<file path="src/hw/rtl/lzg_pkg.sv">
// lzg_pkg: shared types and constants for the greedy lz77 match encoder
// no dependencies

package lzg_pkg;

    localparam int WIN_SIZE    = 256;
    localparam int LA_SIZE     = 16;
    localparam int NCELL       = WIN_SIZE - 1;
    localparam int OFF_W       = 8;
    localparam int LEN_W       = 4;
    localparam int FILL_W      = 5;

    typedef struct packed {
        logic [7:0] data_byte;
        logic       last_byte;
    } byte_t;

    typedef struct packed {
        logic             is_match;
        logic [7:0]       literal;
        logic [OFF_W-1:0] match_offset;
        logic [LEN_W-1:0] match_length;
        logic             last_token;
    } token_t;

    typedef struct packed {
        logic push;
        logic load;
        logic step;
        logic clear;
    } cell_ctrl_t;

    typedef enum logic [2:0] {
        ST_IDLE,
        ST_CHECK,
        ST_LOAD,
        ST_SEARCH,
        ST_EMIT,
        ST_PUSH
    } state_t;

endpackage

</file>
<file path="src/hw/rtl/lzg_cell.sv">
// lzg_cell: one history position of the match chain
// holds a history byte, its valid bit, a scan byte and a match flag
// depends on lzg_pkg

module lzg_cell
    import lzg_pkg::*;
(
    input  logic       clk,
    input  logic       rst_n,
    input  cell_ctrl_t ctrl,
    input  logic [7:0] hist_in,
    input  logic       vld_in,
    input  logic [7:0] scan_in,
    input  logic [7:0] cmp_byte,
    input  logic       can_match,
    input  logic       in_range,
    output logic [7:0] hist_out,
    output logic       vld_out,
    output logic [7:0] scan_out,
    output logic       hit
);

    logic [7:0] hist_reg;
    logic [7:0] scan_reg;
    logic       vld_reg;
    logic       alive_reg;

    assign hit      = alive_reg && in_range && (scan_reg == cmp_byte);
    assign hist_out = hist_reg;
    assign vld_out  = vld_reg;
    assign scan_out = scan_reg;

    always_ff @(posedge clk)
    begin
        if (ctrl.push)
        begin
            hist_reg <= hist_in;
        end
        if (ctrl.load)
        begin
            scan_reg <= hist_reg;
        end
        else if (ctrl.step)
        begin
            scan_reg <= scan_in;
        end
    end

    always_ff @(posedge clk or negedge rst_n)
    begin
        if (!rst_n)
        begin
            vld_reg   <= 1'b0;
            alive_reg <= 1'b0;
        end
        else
        begin
            if (ctrl.clear)
            begin
                vld_reg <= 1'b0;
            end
            else if (ctrl.push)
            begin
                vld_reg <= vld_in;
            end
            if (ctrl.load)
            begin
                alive_reg <= vld_reg && can_match;
            end
            else if (ctrl.step)
            begin
                alive_reg <= hit;
            end
        end
    end

endmodule

</file>
<file path="config.mk">
export PLATFORM = sky130hd
export DESIGN_NAME = lzg_cell
export DESIGN_NICKNAME = d
export VERILOG_FILES = /design/src/hw/rtl/lzg_pkg.sv /design/src/hw/rtl/lzg_cell.sv
export SDC_FILE = /design/constraint.sdc
export NUM_CORES = 1
export LEC_CHECK = 0
export ABC_AREA = 1
export BUFFER_PORTS_ARGS = -buffer_cell sky130_fd_sc_hd__buf_2
export CAP_MARGIN = 25
export CORE_MARGIN = 1.5
export CORE_UTILIZATION = 42
export DETAILED_ROUTE_END_ITERATION = 10
export HOLD_SLACK_MARGIN = 0.1
export PLACE_DENSITY = 0.77
export SLEW_MARGIN = 10
export SYNTH_ARGS = -nofsm -noshare
export SYNTH_HDL_FRONTEND = slang
export SYNTH_SLANG_ARGS = --single-unit
</file>
<file path="constraint.sdc">
create_clock -name clk -period 1.5 [get_ports clk]
set_input_delay 0.375 -clock clk [delete_from_list [all_inputs] [get_ports clk]]
set_output_delay 0.375 -clock clk [all_outputs]
set_load 0.005 [all_outputs]
</file>
## Word level (Yosys, flattened, before mapping)

Index checks and enable logic that the tools add are counted.

| storage, ports and cells | value |
|---|---|
| bits in writable memories | 0 |
| bits in latches | 0 |
| output and inout port bits | 18 |
| bits of input ports | 33 |
| memory bits (read-only) | 0 |
| flip-flop bits (word level) | 18 |
| memories kept | 0 |
| word-level logic and storage cells | 16 |

| cells by class | value |
|---|---|
| div/mod/pow operators | 0 |
| equal/unequal tests | 1 |
| mux-type cells | 6 |
| bitwise logic cells | 0 |
| add/sub/neg operators | 0 |
| multipliers | 0 |
| reductions and logical operators | 5 |
| shift-type cells | 0 |
| magnitude comparators | 0 |

Operators with widths:

| cell | number |
|---|---|
| two-way mux 8 bit | 2 |
| equality test 8 bit | 1 |
| two-way mux 1 bit | 4 |
| nonzero test 2 bit | 2 |
| logical AND 1 bit | 3 |

## Longest topological paths before layout

| logic depth | value |
|---|---|
| depth after elaboration | 4 |
| depth in mapped cells | 8 |
| gate-level depth less buffers | 8 |

## Worst setup path before layout

OpenSTA, ideal clock, no wires.

| timing | value |
|---|---|
| path type | register -> output |
| start | register scan_reg[6], in the netlist scan_out[6] |
| end | output port hit |
| setup slack | 0.245 ns |
| stages on the path, launching flop included | 6 |
| path buffers | 0 |
| data required time | 1.125 ns |
| arrival time | 0.880 ns |
| cell sequence | edfxtp_1 -> inv_1 -> nor2_1 -> nor3_1 -> nand3_1 -> nor2_1 |

| on the way | value |
|---|---|
| longest elaborated chain between the ends | 2 |

Ends and longest elaborated chain:

| item | line | text |
|---|---|---|
| start, declared | lzg_cell.sv:24 | `logic [7:0] scan_reg;` |
| start signal, assigned | lzg_cell.sv:41 | `scan_reg <= hist_reg;` |
| start signal, assigned | lzg_cell.sv:45 | `scan_reg <= scan_in;` |
| equality test 8 bit | lzg_cell.sv:28 | `assign hit = alive_reg && in_range && (scan_reg == cmp_byte);` |
| logical AND 1 bit | lzg_cell.sv:28 |  |
| end, declared | lzg_cell.sv:20 | `output logic hit` |

No other way between the ends.

## Final worst setup path

| timing | value |
|---|---|
| start | register scan_reg[1], in the netlist scan_out[1] |
| end | output port hit |

Same word-level chain as after synthesis.

==> key figures <==
Die
  • Standard-cell rows: 16
  • Chip height: 49.0 um
  • Core outline area: 1980 um^2
  • I/O pin count: 51
  • Area of the die: between 2000 and 2500 um^2
  • Die width: just under 50 um
  • Initial core utilization: 0.449

Critical path
  • Critical path capture point type: output port
  • Data arrival time of the worst path: ~1400 ps
  • Startpoint kind of the worst setup timing path: flop
  • Register-to-Register Setup Slack: 260 ps
  • Required time of the critical path: 1120 ps
  • Largest driver fanout on the critical path: 2
  • Startpoint-to-endpoint class of the critical path: flop to output port
  • CP Buf/Inv Count: 1
  • Capture instance of the worst register-to-register path: alive_reg
  • Critical path capture point: hit
  • Cell Chain, Critical Path: nand2_2 -> o21ai_2 -> nor3_2 -> nand3_1 -> nor2_1 -> buf_2
  • Worst-case reg-to-reg path depth: 10
  • Delay of the slowest cell on the worst path: 430 ps
  • Slowest cell on the critical path: sky130_fd_sc_hd__edfxtp_1
  • Crit. Startpoint: scan_out[1]
  • Worst path depth: 6
  • Reg-to-reg startpoint: scan_out[1]
  • Largest delay contributor family on the critical path: simple AND/OR/NAND/NOR gates

Clock network
  • CTS tree: yes
  • Number of clock sinks seen by CTS: 18
  • Skew-Pair Late Insertion Delay: 280 ps
  • Root Buffer: sky130_fd_sc_hd__clkbuf_4
  • Clock-pin slew of the registers on the worst-case setup and hold paths: 100 ps
  • Number of buffers added by the clock tree synthesis step: 3
  • Deepest clock path buffer count: 2
  • Number of levels in the clock H-tree: 1

Detailed routing
  • Count of nets left with antenna violations after detail routing: 0
  • Total length of routed met3 wires: 135 um
  • Ratio of routed vias to standard cells: 4.52
  • Top layer used by detailed routing: met4
  • Met2 Routed Length: 918 um
  • Length of the first detailed-routing pass in iterations: 4
  • Post-route DRC violation count: 0
  • Post-route met1 wirelength: 796 um
  • Detailed-route wire length: 1900 um
  • Initial DRC count: 9
  • Routed length per placed instance: 9.83 um
  • DR vias: a little under 900

STA
  • Final worst-path cycle share: 1.16
  • Maximum clock rate: 574 MHz
  • Slew at the pin with the worst max-slew slack: 315 ps
  • Maximum clock skew at final layout: 8.95 ps
  • Count of endpoints failing setup in the final report: 1
  • Max transition margin: 0.790
  • Number of slew-limit violations in the final report: 0
  • RSZ-0062 raised after global routing: yes
  • Fin. Hold Viols: 0
  • Crit path time final: 1740 ps
  • Final WS setup: -243 ps

Layout
  • Proportion of layout cells with a drive suffix above 1: 0.386
  • Layout filler cell count: roughly 160
  • Diode count: 0
  • Area added between synthesis and finish: 42.1%
  • Area occupied by registers: 531 um^2
  • Number of nets in the finished design: 200
  • Post-Layout Inst Area: 1260 um^2
  • Area of the multi-input gates: 308 um^2

GRT
  • Initial antenna violation count: 0
  • Pin count of the biggest net entering global routing: 11
  • Gr usage total: 0.162
  • Vias in the first global route: between 700 and 800
  • Overflow left after global routing: 0
  • Wire length of the first global-routing pass: 2990 um

Synthesis
  • Synth area leaders: sky130_fd_sc_hd__edfxtp_1, sky130_fd_sc_hd__nand2_1, sky130_fd_sc_hd__inv_1
  • Share of Yosys cell area claimed by the top area cell type: 0.540
  • Netlist area before placement: 890 um^2
  • Number of distinct library cells after synthesis: 14
  • Cells after Synth: between 100 and 150
  • Total of flip-flops plus latches after synthesis: 18
  • Mean cell area of the mapped netlist: roughly 8.4 um^2
  • Synth Warn #: 0
  • Post-synthesis sequential area ratio: 0.596
  • Number of nets produced by synthesis: between 100 and 150
  • Area leader, netlist: sky130_fd_sc_hd__edfxtp_1

Placed design
  • Final weighted congestion of routability-driven global placement: about 0.76
  • Post-placement cell area: ~1200 um^2
  • Post-Place Worst Slack: -1.76 ps
  • Number of buffer cells added on primary ports: 50
  • DP Wirelength: approximately 1500 um

Status
  • Failing checks: setup timing
  • Status: finished, violations left

Pwr
  • Power per Cell Area: ~850 nW/um^2
  • Static leakage: 0.694 nW
  • Maximum vdd ir drop: between 0.6 and 0.7 mV

Hold path
  • Class of the most critical hold timing path: input port to flop

Job
  • Max-capacitance violation count: 0
final cells by class:
class                           instances  area share
Tap cell                               27      0.0267
Multi-Input combinational cell         71       0.244
Sequential cell                        18       0.420
Inverter                               16      0.0475
Timing Repair Buffer                   57       0.242
Clock buffer                            4      0.0208
repair_timing:
action                                  in CTS  in global routing
endpoints found under the setup margin       1                  1
cloned                                       0                  0
setup buffers                                3                  2
hold endpoints to repair                     2                  0
hold buffers                                 1                  0
resized for setup                            0                  5
pin swaps                                    2                  7
per-stage QoR:
step | total power, mW | hold slack (ps) | util | TNS (ps) | std cells
2_1_floorplan | 0.719 | 79.4 | - | 0 | 106
3_3_place_gp | 0.821 | 165 | 0.597 | 0 | 184
3_5_place_dp | 0.828 | 167 | 0.597 | -1.76 | 184
4_1_cts | 1.08 | 236 | 0.627 | -226 | 192
5_1_grt | 1.14 | 236 | 0.638 | -366 | 193
6_report | 1.08 | 248 | 0.638 | -243 | 193
cell usage in the layout, fill, tap and decap left out, drive strengths merged:
cell type / n
edfxtp: 16
xor2: 2
clkinv: 1
clkbuf: 4
buf: 56
a211oi: 1
dlygate4sd3: 1
nand3: 6
inv: 15
nor2: 12
o21ai: 1
nor3: 1
dfrtp: 2
a21oi: 1
nand2: 47
worst min-delay path by stage:
stage            start         to  slack [ps]  cells past startpoint
2_1_floorplan    rst_n  alive_reg          80                      0
3_3_place_gp     rst_n    vld_out         160                      1
3_5_place_dp     rst_n    vld_out         170                      1
4_1_cts        ctrl[0]    vld_out         240                      2
5_1_grt        ctrl[0]    vld_out         240                      2
6_report       ctrl[0]    vld_out         250                      2
per-layer routing:
metal | track usage | vias to the layer above
li1 | - | 449
met3 | 0.0307 | 6
met4 | 0.0952 | 0
met2 | 0.283 | 46
met1 | 0.183 | 371
met5 | 0 | -
worst register-to-register path, cell delays in order (launching register included):
cell                       delay [ps]
sky130_fd_sc_hd__edfxtp_1         390
sky130_fd_sc_hd__buf_4            130
sky130_fd_sc_hd__inv_1             30
sky130_fd_sc_hd__nand2_1           70
sky130_fd_sc_hd__nand2_2           60
sky130_fd_sc_hd__buf_4            120
sky130_fd_sc_hd__nor2_1            70
sky130_fd_sc_hd__nand2_1           60
sky130_fd_sc_hd__nor2_1            90
sky130_fd_sc_hd__nand3_1           80
sky130_fd_sc_hd__nand2_1           70
cells in the mapped netlist:
master,n
sky130_fd_sc_hd__o21ai_0,1
sky130_fd_sc_hd__clkinv_1,1
sky130_fd_sc_hd__nor3_1,1
sky130_fd_sc_hd__a211oi_1,1
sky130_fd_sc_hd__a21oi_1,1
sky130_fd_sc_hd__dfrtp_1,2
sky130_fd_sc_hd__edfxtp_1,16
sky130_fd_sc_hd__nand3_1,6
sky130_fd_sc_hd__xor2_1,2
sky130_fd_sc_hd__inv_1,15
sky130_fd_sc_hd__nand2_2,1
sky130_fd_sc_hd__nand2_1,46
sky130_fd_sc_hd__nor2_1,12
sky130_fd_sc_hd__buf_2,1
power breakdown:
| group | leakage (nW) | switching, mW | internal, mW |
|---|---|---|---|
| Combinational | 0.491 | 0.110 | 0.108 |
| Sequential | 0.188 | 0.0269 | 0.596 |
| Clock | 0.0150 | 0.134 | 0.103 |
logic make-up (layout without fill, tap and decap cells):
group / Yosys count / count (layout) / synth area share
AND/OR/NAND/NOR: 66 / 66 / 0.291
buffers and inverters: 17 / 77 / 0.0731
AO/OA/AOI/OAI: 3 / 3 / 0.0197
flip-flops: 18 / 18 / 0.596
XOR/XNOR: 2 / 2 / 0.0197
No activity file was read; power rests on OpenSTA's default activity.
